File: config.mk
export PLATFORM = sky130hd
export DESIGN_NAME = timestamped_frame_selector_queue_flat
export DESIGN_NICKNAME = d
export VERILOG_FILES = /design/src/rtl/fsq_pkg.sv /design/src/rtl/fsq_if.sv /design/src/rtl/fsq_mem.sv /design/src/rtl/fsq_ctrl.sv /design/src/rtl/timestamped_frame_selector_queue.sv /design/src/flat_wrapper.sv
export SDC_FILE = /design/constraint.sdc
export NUM_CORES = 2
export LEC_CHECK = 0
export ABC_AREA = 1
export ABC_CLOCK_PERIOD_IN_PS = 16500
export BUFFER_PORTS_ARGS = -buffer_cell sky130_fd_sc_hd__buf_4
export CAP_MARGIN = 40
export CORE_MARGIN = 1
export CORE_UTILIZATION = 62
export DETAILED_ROUTE_END_ITERATION = 10
export PLACE_DENSITY = 0.8
export SLEW_MARGIN = 15
export SYNTH_ARGS = -nofsm -noshare
export SYNTH_HDL_FRONTEND = slang
export SYNTH_SLANG_ARGS = --single-unit
File: constraint.sdc
create_clock -name clk -period 16.5 [get_ports clk]
set_input_delay 1.65 -clock clk [delete_from_list [all_inputs] [get_ports clk]]
set_output_delay 1.65 -clock clk [all_outputs]
set_load 0.01 [all_outputs]
File: src/rtl/fsq_pkg.sv
package fsq_pkg;

    localparam int PTS_W             = 48;
    localparam int HANDLE_W          = 32;
    localparam int OPCODE_W          = 2;
    localparam int COUNT_W           = 5;
    localparam int DEFAULT_MAX_DEPTH = 16;
    localparam logic [COUNT_W-1:0] CAPACITY_RESET = COUNT_W'(16);

    typedef enum logic [OPCODE_W-1:0] {
        OP_PUSH  = 2'd0,
        OP_POP   = 2'd1,
        OP_CLEAR = 2'd2,
        OP_NONE  = 2'd3
    } opcode_t;

    typedef struct packed {
        logic [PTS_W-1:0]    pts;
        logic [HANDLE_W-1:0] handle;
    } frame_t;

    typedef struct packed {
        logic                ok;
        logic [PTS_W-1:0]    out_pts;
        logic [HANDLE_W-1:0] out_handle;
        logic [COUNT_W-1:0]  count;
        logic                nonempty;
        logic [PTS_W-1:0]    front_pts;
        logic [PTS_W-1:0]    back_pts;
    } rsp_t;

endpackage

File: src/rtl/fsq_if.sv
interface fsq_cmd_if;
    import fsq_pkg::*;

    logic                valid;
    logic                ready;
    logic [OPCODE_W-1:0] opcode;
    logic [PTS_W-1:0]    frame_pts;
    logic [HANDLE_W-1:0] frame_handle;
    logic [PTS_W-1:0]    now_pts;

    modport source (output valid, output opcode, output frame_pts, output frame_handle,
                    output now_pts, input ready);
    modport sink   (input valid, input opcode, input frame_pts, input frame_handle,
                    input now_pts, output ready);
endinterface

interface fsq_rsp_if;
    import fsq_pkg::*;

    logic                valid;
    logic                ready;
    logic                ok;
    logic [PTS_W-1:0]    out_pts;
    logic [HANDLE_W-1:0] out_handle;
    logic [COUNT_W-1:0]  count;
    logic                nonempty;
    logic [PTS_W-1:0]    front_pts;
    logic [PTS_W-1:0]    back_pts;

    modport source (output valid, output ok, output out_pts, output out_handle,
                    output count, output nonempty, output front_pts, output back_pts,
                    input ready);
    modport sink   (input valid, input ok, input out_pts, input out_handle,
                    input count, input nonempty, input front_pts, input back_pts,
                    output ready);
endinterface

File: src/rtl/fsq_mem.sv
module fsq_mem #(
    parameter int MAX_DEPTH = fsq_pkg::DEFAULT_MAX_DEPTH,
    localparam int IDX_W = $clog2(MAX_DEPTH)
) (
    input  logic             clk,
    input  logic             we,
    input  logic [IDX_W-1:0] waddr,
    input  fsq_pkg::frame_t  wdata,
    input  logic [IDX_W-1:0] raddr,
    output fsq_pkg::frame_t  rdata
);
    import fsq_pkg::*;

    frame_t mem_array [MAX_DEPTH];
    frame_t rdata_reg;

    always_ff @(posedge clk)
    begin
        if (we)
        begin
            mem_array[waddr] <= wdata;
        end
        rdata_reg <= mem_array[raddr];
    end

    assign rdata = rdata_reg;

endmodule

File: src/rtl/fsq_ctrl.sv
module fsq_ctrl #(
    parameter int MAX_DEPTH = fsq_pkg::DEFAULT_MAX_DEPTH,
    localparam int IDX_W = $clog2(MAX_DEPTH)
) (
    input  logic                        clk,
    input  logic                        rst_n,
    input  logic                        cfg_we,
    input  logic [fsq_pkg::COUNT_W-1:0] cfg_wdata,
    fsq_cmd_if.sink                     cmd,
    output logic                        res_valid,
    input  logic                        res_ready,
    output fsq_pkg::rsp_t               res,
    output logic                        mem_we,
    output logic [IDX_W-1:0]            mem_waddr,
    output fsq_pkg::frame_t             mem_wdata,
    output logic [IDX_W-1:0]            mem_raddr,
    input  fsq_pkg::frame_t             mem_rdata
);
    import fsq_pkg::*;

    localparam int EXT_W = (IDX_W + 1 > COUNT_W) ? IDX_W + 1 : COUNT_W;

    typedef enum logic [3:0] {
        S_IDLE  = 4'b0001,
        S_WALK  = 4'b0010,
        S_FRONT = 4'b0100,
        S_EMIT  = 4'b1000
    } state_t;

    state_t             state_reg, state_next;
    logic [IDX_W-1:0]   head_reg, head_next;
    logic [COUNT_W-1:0] count_reg, count_next;
    logic [COUNT_W-1:0] cap_reg;
    logic [COUNT_W-1:0] eff_cap;
    logic [PTS_W-1:0]   front_reg, front_next;
    logic [PTS_W-1:0]   back_reg, back_next;
    logic [PTS_W-1:0]   now_reg, now_next;
    logic [COUNT_W-1:0] chk_pos_reg, chk_pos_next;
    rsp_t               res_reg, res_next;
    logic               full;
    logic               hit;
    logic [COUNT_W-1:0] left;

    // ring position of the pos-th oldest entry
    function automatic logic [IDX_W-1:0] slot(input logic [IDX_W-1:0] base,
                                              input logic [COUNT_W-1:0] pos);
        logic [EXT_W-1:0] sum;
        sum = EXT_W'(base) + EXT_W'(pos);
        if (sum >= EXT_W'(MAX_DEPTH))
        begin
            sum = sum - EXT_W'(MAX_DEPTH);
        end
        return sum[IDX_W-1:0];
    endfunction

    function automatic rsp_t status(input logic [COUNT_W-1:0] n,
                                    input logic [PTS_W-1:0]   front,
                                    input logic [PTS_W-1:0]   back);
        rsp_t r;
        r            = '0;
        r.count      = n;
        r.nonempty   = (n != '0);
        r.front_pts  = (n != '0) ? front : '0;
        r.back_pts   = (n != '0) ? back : '0;
        return r;
    endfunction

    always_comb
    begin
        if (cap_reg == '0)
        begin
            eff_cap = COUNT_W'(1);
        end
        else if (32'(cap_reg) > MAX_DEPTH)
        begin
            eff_cap = COUNT_W'(MAX_DEPTH);
        end
        else
        begin
            eff_cap = cap_reg;
        end
    end

    assign full = (count_reg >= eff_cap);
    assign hit  = (mem_rdata.pts <= now_reg);
    assign left = count_reg - chk_pos_reg - COUNT_W'(1);

    always_comb
    begin
        state_next   = state_reg;
        head_next    = head_reg;
        count_next   = count_reg;
        front_next   = front_reg;
        back_next    = back_reg;
        now_next     = now_reg;
        chk_pos_next = chk_pos_reg;
        res_next     = res_reg;
        mem_we       = 1'b0;
        mem_waddr    = slot(head_reg, count_reg);
        mem_wdata    = '{pts: cmd.frame_pts, handle: cmd.frame_handle};
        mem_raddr    = head_reg;

        case (state_reg)
            S_IDLE:
            begin
                if (cmd.valid)
                begin
                    state_next = S_EMIT;
                    case (opcode_t'(cmd.opcode))
                        OP_PUSH:
                        begin
                            // new word lands at head+count whether or not one is dropped
                            mem_we    = 1'b1;
                            back_next = cmd.frame_pts;
                            if (full)
                            begin
                                head_next = slot(head_reg, COUNT_W'(1));
                                if (count_reg == COUNT_W'(1))
                                begin
                                    front_next = cmd.frame_pts;
                                end
                                else
                                begin
                                    mem_raddr  = head_next;
                                    state_next = S_FRONT;
                                end
                            end
                            else
                            begin
                                count_next = count_reg + COUNT_W'(1);
                                if (count_reg == '0)
                                begin
                                    front_next = cmd.frame_pts;
                                end
                            end
                            res_next = status(count_next, front_next, back_next);
                        end
                        OP_POP:
                        begin
                            if (count_reg == '0)
                            begin
                                res_next = status(count_reg, front_reg, back_reg);
                            end
                            else
                            begin
                                mem_raddr    = slot(head_reg, count_reg - COUNT_W'(1));
                                chk_pos_next = count_reg - COUNT_W'(1);
                                now_next     = cmd.now_pts;
                                state_next   = S_WALK;
                            end
                        end
                        OP_CLEAR:
                        begin
                            head_next  = '0;
                            count_next = '0;
                            res_next   = status('0, front_reg, back_reg);
                        end
                        default:
                        begin
                            res_next = status(count_reg, front_reg, back_reg);
                        end
                    endcase
                end
            end
            S_WALK:
            begin
                // data of chk_pos is here; fetch the next older one meanwhile
                if (chk_pos_reg != '0)
                begin
                    mem_raddr = slot(head_reg, chk_pos_reg - COUNT_W'(1));
                end
                if (hit || chk_pos_reg == '0)
                begin
                    res_next            = status(left, front_reg, back_reg);
                    res_next.ok         = 1'b1;
                    res_next.out_pts    = mem_rdata.pts;
                    res_next.out_handle = mem_rdata.handle;
                    head_next           = slot(head_reg, chk_pos_reg + COUNT_W'(1));
                    count_next          = left;
                    if (left != '0)
                    begin
                        mem_raddr  = head_next;
                        state_next = S_FRONT;
                    end
                    else
                    begin
                        state_next = S_EMIT;
                    end
                end
                else
                begin
                    chk_pos_next = chk_pos_reg - COUNT_W'(1);
                end
            end
            S_FRONT:
            begin
                front_next         = mem_rdata.pts;
                res_next.front_pts = mem_rdata.pts;
                state_next         = S_EMIT;
            end
            S_EMIT:
            begin
                if (res_ready)
                begin
                    state_next = S_IDLE;
                end
            end
            default:
            begin
                state_next = S_IDLE;
            end
        endcase
    end

    always_ff @(posedge clk or negedge rst_n)
    begin
        if (!rst_n)
        begin
            state_reg <= S_IDLE;
            head_reg  <= '0;
            count_reg <= '0;
            cap_reg   <= CAPACITY_RESET;
        end
        else
        begin
            state_reg <= state_next;
            head_reg  <= head_next;
            count_reg <= count_next;
            if (cfg_we)
            begin
                cap_reg <= cfg_wdata;
            end
        end
    end

    always_ff @(posedge clk)
    begin
        front_reg   <= front_next;
        back_reg    <= back_next;
        now_reg     <= now_next;
        chk_pos_reg <= chk_pos_next;
        res_reg     <= res_next;
    end

    assign cmd.ready = (state_reg == S_IDLE);
    assign res_valid = (state_reg == S_EMIT);
    assign res       = res_reg;

    a_count_bound: assert property (@(posedge clk) disable iff (!rst_n)
        32'(count_reg) <= MAX_DEPTH)
        else $error("held count exceeds ring depth");

    a_walk_in_range: assert property (@(posedge clk) disable iff (!rst_n)
        state_reg == S_WALK |-> chk_pos_reg < count_reg)
        else $error("walk position outside held frames");

    a_push_keeps: assert property (@(posedge clk) disable iff (!rst_n)
        (cmd.valid && cmd.ready && cmd.opcode == OP_PUSH)
        |=> (count_reg != '0 && count_reg >= $past(count_reg)))
        else $error("push lost frames");

    a_pop_drops: assert property (@(posedge clk) disable iff (!rst_n)
        (state_reg == S_WALK && state_next != S_WALK) |=> count_reg < $past(count_reg))
        else $error("pop removed nothing");

    a_emit_done: assert property (@(posedge clk) disable iff (!rst_n)
        (res_valid && res_ready) |=> state_reg == S_IDLE)
        else $error("sequencer not idle after handoff");

endmodule

File: src/rtl/timestamped_frame_selector_queue.sv
// Bounded frame queue with timestamp selection.
// cmd channel (valid/ready) takes one word per operation: push a frame
// (frame_pts, frame_handle), pop the newest frame not after now_pts (dropping
// it and all older ones, or the oldest if all are in the future), or clear.
// rsp channel returns one word per operation: ok, the delivered frame, and the
// count, nonempty, front and back timestamps after the operation.
// cfg_we/cfg_wdata write the capacity (0 acts as 1, above MAX_DEPTH acts as
// MAX_DEPTH); a push at capacity drops the oldest frame first.
// Frames sit in a one-port-read, one-port-write ring with a registered read.
// Clear, no-op, empty pop and plain push go straight to the result; a push
// that drops with more than one frame held first reads the new front; a pop
// checks k frames newest first, one per cycle through the ring read port
// (1..count), then reads the new front when frames remain after it.
// The next cmd word is taken the cycle after the result enters the rsp
// register, so a stalled rsp holds one result while the next operation runs;
// its result then waits in the sequencer until the rsp register frees.
// Reset empties the queue, sets capacity to 16 and clears rsp valid; ring
// contents are not cleared, only written entries are ever used.
module timestamped_frame_selector_queue #(
    parameter int MAX_DEPTH = fsq_pkg::DEFAULT_MAX_DEPTH
) (
    input  logic                        clk,
    input  logic                        rst_n,
    input  logic                        cfg_we,
    input  logic [fsq_pkg::COUNT_W-1:0] cfg_wdata,
    fsq_cmd_if.sink                     cmd,
    fsq_rsp_if.source                   rsp
);
    import fsq_pkg::*;

    localparam int IDX_W = $clog2(MAX_DEPTH);

    logic             res_valid;
    logic             res_ready;
    rsp_t             res;
    logic             mem_we;
    logic [IDX_W-1:0] mem_waddr;
    frame_t           mem_wdata;
    logic [IDX_W-1:0] mem_raddr;
    frame_t           mem_rdata;
    logic             out_valid_reg;
    rsp_t             out_data_reg;

    fsq_ctrl #(
        .MAX_DEPTH (MAX_DEPTH)
    ) u_ctrl (
        .clk       (clk),
        .rst_n     (rst_n),
        .cfg_we    (cfg_we),
        .cfg_wdata (cfg_wdata),
        .cmd       (cmd),
        .res_valid (res_valid),
        .res_ready (res_ready),
        .res       (res),
        .mem_we    (mem_we),
        .mem_waddr (mem_waddr),
        .mem_wdata (mem_wdata),
        .mem_raddr (mem_raddr),
        .mem_rdata (mem_rdata)
    );

    fsq_mem #(
        .MAX_DEPTH (MAX_DEPTH)
    ) u_mem (
        .clk   (clk),
        .we    (mem_we),
        .waddr (mem_waddr),
        .wdata (mem_wdata),
        .raddr (mem_raddr),
        .rdata (mem_rdata)
    );

    assign res_ready = !out_valid_reg || rsp.ready;

    always_ff @(posedge clk or negedge rst_n)
    begin
        if (!rst_n)
        begin
            out_valid_reg <= 1'b0;
        end
        else if (res_valid && res_ready)
        begin
            out_valid_reg <= 1'b1;
        end
        else if (rsp.ready)
        begin
            out_valid_reg <= 1'b0;
        end
    end

    always_ff @(posedge clk)
    begin
        if (res_valid && res_ready)
        begin
            out_data_reg <= res;
        end
    end

    assign rsp.valid      = out_valid_reg;
    assign rsp.ok         = out_data_reg.ok;
    assign rsp.out_pts    = out_data_reg.out_pts;
    assign rsp.out_handle = out_data_reg.out_handle;
    assign rsp.count      = out_data_reg.count;
    assign rsp.nonempty   = out_data_reg.nonempty;
    assign rsp.front_pts  = out_data_reg.front_pts;
    assign rsp.back_pts   = out_data_reg.back_pts;

endmodule
File: src/flat_wrapper.sv
// flat-port wrapper written by rule: the top's interface ports become plain ports
module timestamped_frame_selector_queue_flat import fsq_pkg::*;
#(
    parameter int MAX_DEPTH = fsq_pkg::DEFAULT_MAX_DEPTH
)
  (clk, rst_n, cfg_we, cfg_wdata, cmd_valid, cmd_opcode, cmd_frame_pts, cmd_frame_handle, cmd_now_pts, cmd_ready, rsp_valid, rsp_ok, rsp_out_pts, rsp_out_handle, rsp_count, rsp_nonempty, rsp_front_pts, rsp_back_pts, rsp_ready);
  fsq_cmd_if cmd_i ();
  fsq_rsp_if rsp_i ();
  input  logic clk;
  input  logic rst_n;
  input  logic cfg_we;
  input  logic [fsq_pkg::COUNT_W-1:0] cfg_wdata;
  input wire logic [$bits(cmd_i.valid)-1:0] cmd_valid;
  input wire logic [$bits(cmd_i.opcode)-1:0] cmd_opcode;
  input wire logic [$bits(cmd_i.frame_pts)-1:0] cmd_frame_pts;
  input wire logic [$bits(cmd_i.frame_handle)-1:0] cmd_frame_handle;
  input wire logic [$bits(cmd_i.now_pts)-1:0] cmd_now_pts;
  output wire logic [$bits(cmd_i.ready)-1:0] cmd_ready;
  output wire logic [$bits(rsp_i.valid)-1:0] rsp_valid;
  output wire logic [$bits(rsp_i.ok)-1:0] rsp_ok;
  output wire logic [$bits(rsp_i.out_pts)-1:0] rsp_out_pts;
  output wire logic [$bits(rsp_i.out_handle)-1:0] rsp_out_handle;
  output wire logic [$bits(rsp_i.count)-1:0] rsp_count;
  output wire logic [$bits(rsp_i.nonempty)-1:0] rsp_nonempty;
  output wire logic [$bits(rsp_i.front_pts)-1:0] rsp_front_pts;
  output wire logic [$bits(rsp_i.back_pts)-1:0] rsp_back_pts;
  input wire logic [$bits(rsp_i.ready)-1:0] rsp_ready;
  assign cmd_i.valid = cmd_valid;
  assign cmd_i.opcode = cmd_opcode;
  assign cmd_i.frame_pts = cmd_frame_pts;
  assign cmd_i.frame_handle = cmd_frame_handle;
  assign cmd_i.now_pts = cmd_now_pts;
  assign cmd_ready = cmd_i.ready;
  assign rsp_valid = rsp_i.valid;
  assign rsp_ok = rsp_i.ok;
  assign rsp_out_pts = rsp_i.out_pts;
  assign rsp_out_handle = rsp_i.out_handle;
  assign rsp_count = rsp_i.count;
  assign rsp_nonempty = rsp_i.nonempty;
  assign rsp_front_pts = rsp_i.front_pts;
  assign rsp_back_pts = rsp_i.back_pts;
  assign rsp_i.ready = rsp_ready;
  timestamped_frame_selector_queue #(.MAX_DEPTH(MAX_DEPTH)) u_core (.clk(clk), .rst_n(rst_n), .cfg_we(cfg_we), .cfg_wdata(cfg_wdata), .cmd(cmd_i), .rsp(rsp_i));
endmodule
==> reports/qor.txt <==
Final GP Congestion = 0.901
clock slew at reported path FFs = 0.06 ns
Sum Neg Setup Slack = 0 ns
WS Path Type = register to register
syn_area_per_cell = 10.9 µm²
post-CTS sizing = 0
Die ar. = 136000 µm²
Post-synth top flop = edfxtp_1
core region area = 133000 µm²
slowest CP cell = buf_12
grt met2 use = 0.508
clk_skew = 0.0346 ns
synth unique cells = 53
worst-margin pin slew = 1.32 ns
CP Capture Type = register
post-DP HPWL = 124000 µm
Buffers & Inverters on Critical Path = 3
CP arrival = 6.37 ns
Critical Path, Cell by Cell = ha_1, fa_1, xor2_1, nor3_1, nand3_2, nand2_1, nand3_1, nand3_4, buf_4, buf_12, buf_12, nand3b_1, nand2_1, nand2_1, nand3_1, nand2_1, nand2_1, nand2_1
global route hottest layer = met2
Routed Antenna Nets = 0
GR Util met1 = 0.443
Sink Count = 1894
register area share after synthesis = 0.672
Slew Viols, Final = 0
worst hold-check path type = register to register
DRC Markers = 0
ys async rst share = 0.0100
max cap viols = 0
global-route wire length before repair = 334000 µm
Finish-stage setup viols = 0
post-layout util = 0.701
cell area power density = 198 nW/µm²
vias in the first global route = 56500
Final nets = 8085
Root Buffer = clkbuf_16
crit path from = u_core.u_ctrl.count_reg[0]
Vias = 58300
Rel. slew slack = 0.121
antenna violations before repair = 24
area of the mapped netlist = 83400 µm²
DR iter-0 viols = 8737
Max Clock Freq = 176 MHz
FILL cells = 8928
CTS tree = yes
final wirelength = 224000 µm
period utilization = 0.344
largest stage delay on the critical path = 0.75 ns
Die Y = 369 µm
register bit total from synthesis = 1894
WP data required = 17.20 ns
drt first pass iters = 8
cts hold-fix bufs = 0
Die Wd = 369 µm
synth warn = 0
Leakage Power = 39.0 nW
Ports = 325
Final Hold Fails = 0
Area growth syn-to-layout = 12.3%
Setup crit start kind = register
CTS Buf Count = 185
row cnt = 134
VDD IR-drop max = 0.233 mV
EDFF count, synth = 1795
status = completed
Clock Latency Late Sink = 0.84 ns
unrepaired setup endpoints after global routing = no
synthesized instance count = 7664
syn_nets = 7883
CTS max path bufs = 3
layout cells sized above 1 = 0.107
H-tree levels = 4
via/cell ratio = 5.95
gr usage total = 0.327
grt met3 use = 0.0669
Setup Fix Bufs, Post-CTS = 0
critical hold path startpoint = u_core.u_ctrl.res[57]
port bufs = 324
most frequent CP cell = nand2_1
drt wl/cell = 22.8 µm
total gr overflow = 0
max FFs per register = 1280
Worst Path Max Fanout = 231
pin count of the biggest net entering global routing = 232
Initial Utilization = 0.625
top cell family by delay on the critical path = simple AND/OR/NAND/NOR gates
minimum clock period = 5.67 ns
Crit Reg-Reg Startpoint = u_core.u_ctrl.count_reg[0]
[final cells by class]
class,count,area [µm²],share of cell area
timing repair buffer,446,4120,0.0440
clock inverter,91,901,0.00962
clock buffer,255,5210,0.0557
inverter,928,3510,0.0375
sequential,1894,56000,0.598
antenna,12,30.0,0.000321
multi-input combinational,4411,21700,0.231
tap,1768,2210,0.0236
[synth_stat cells, types with 17 or more instances]
master / n / area [µm²]
nand3b_1: 482 / 3620
clkbuf_1: 110 / 413
nand3_1: 560 / 2800
dfxtp_1: 80 / 1600
a21oi_1: 36 / 180
buf_1: 56 / 210
edfxtp_1: 1795 / 53900
buf_6: 49 / 552
nand2_1: 2576 / 9670
o21ai_0: 230 / 1150
ha_1: 74 / 926
nor2_1: 136 / 510
o211ai_1: 48 / 360
dfrtp_1: 17 / 425
nand3_2: 84 / 841
buf_2: 185 / 926
o22ai_1: 104 / 651
inv_1: 917 / 3440
[per-stage QoR]
step	instances	setup slack, ns	power, mW	hold WS (ns)	cell area, µm²
global placement	9408	9.48	13.6	0.401	86500
floorplan	7664	4.52	12.1	0.400	83400
CTS	9787	10.80	18.3	0.400	93400
finish	9805	10.83	18.5	0.391	93600
global route	9804	10.66	19.5	0.402	93600
detailed placement	9441	9.94	14.1	0.405	87300
[worst paths after layout]
kind	slack (ns)	to	cells past startpoint
setup / recovery	10.83	u_core.u_mem.rdata[73]	18
hold / removal	0.39	u_core.rsp.front_pts[9]	0
setup reg to reg	10.83	u_core.u_mem.rdata[73]	18
hold reg to reg	0.39	u_core.rsp.front_pts[9]	0
max in group asynchronous	15.49	u_core.u_ctrl.cap_reg[4]	1
min in group asynchronous	0.72	u_core.u_ctrl.count_reg[2]	1
[kinds of logic (layout without fill, tap and decap cells)]
| logic type | count (synthesis) | after routing | synth area share |
|---|---|---|---|
| AO/OA/AOI/OAI | 440 | 440 | 0.0299 |
| XOR/XNOR | 22 | 22 | 0.00231 |
| adder cells (fa/ha/maj) | 79 | 79 | 0.0123 |
| buffers and inverters | 1359 | 1720 | 0.0720 |
| flip-flops | 1894 | 1894 | 0.672 |
| multiplexers | 3 | 3 | 0.000405 |
| other | 0 | 12 | 0 |
| AND/OR/NAND/NOR | 3867 | 3867 | 0.212 |
[placed cells by master, fill, tap and decap left out, types with 5 or more instances in the layout]
cell type	n
nand2_1	2573
edfxtp_1	1795
inv_1	913
nand3_1	558
nand3b_1	482
buf_4	403
o21ai_0	230
clkbuf_16	191
nor2_1	115
o22ai_1	104
nand3_2	81
dfxtp_1	80
ha_1	74
o211ai_1	48
clkbuf_1	45
a21oi_1	36
buf_16	31
clkinv_2	29
clkinv_1	28
nor2_4	22
clkbuf_8	19
dfrtp_1	17
bufinv_16	15
clkinvlp_4	13
diode_2	12
xor2_1	12
buf_12	12
xnor2_1	10
nand4_1	10
inv_2	9
nand3_4	5
o21ai_1	5
fa_1	5
[power breakdown]
| part | total [mW] | internal [mW] | switching (mW) |
|---|---|---|---|
| registers | 6.57 | 6.18 | 0.390 |
| logic | 7.72 | 2.28 | 5.44 |
| clock network | 4.24 | 2.44 | 1.79 |
[worst reg2reg max path: cells and delay by family, from the launching register on]
| family | cells | cell delay (ns) |
|---|---|---|
| xor+xnor | 1 | 0.18 |
| fa+ha+maj | 2 | 0.74 |
| buf+inv | 3 | 1.64 |
| flops | 1 | 0.54 |
| simple gates | 12 | 2.48 |
[layer usage]
metal | wire, µm | part of all wire | vias up
li1 | - | - | 26000
met1 | 82700 | 0.37 | 27700
met2 | 103000 | 0.46 | 3927
met3 | 28000 | 0.13 | 664
met4 | 9830 | 0.044 | 18
met5 | 114 | 0.00051 | -
Note: power is estimated with default switching activity, not from simulation.
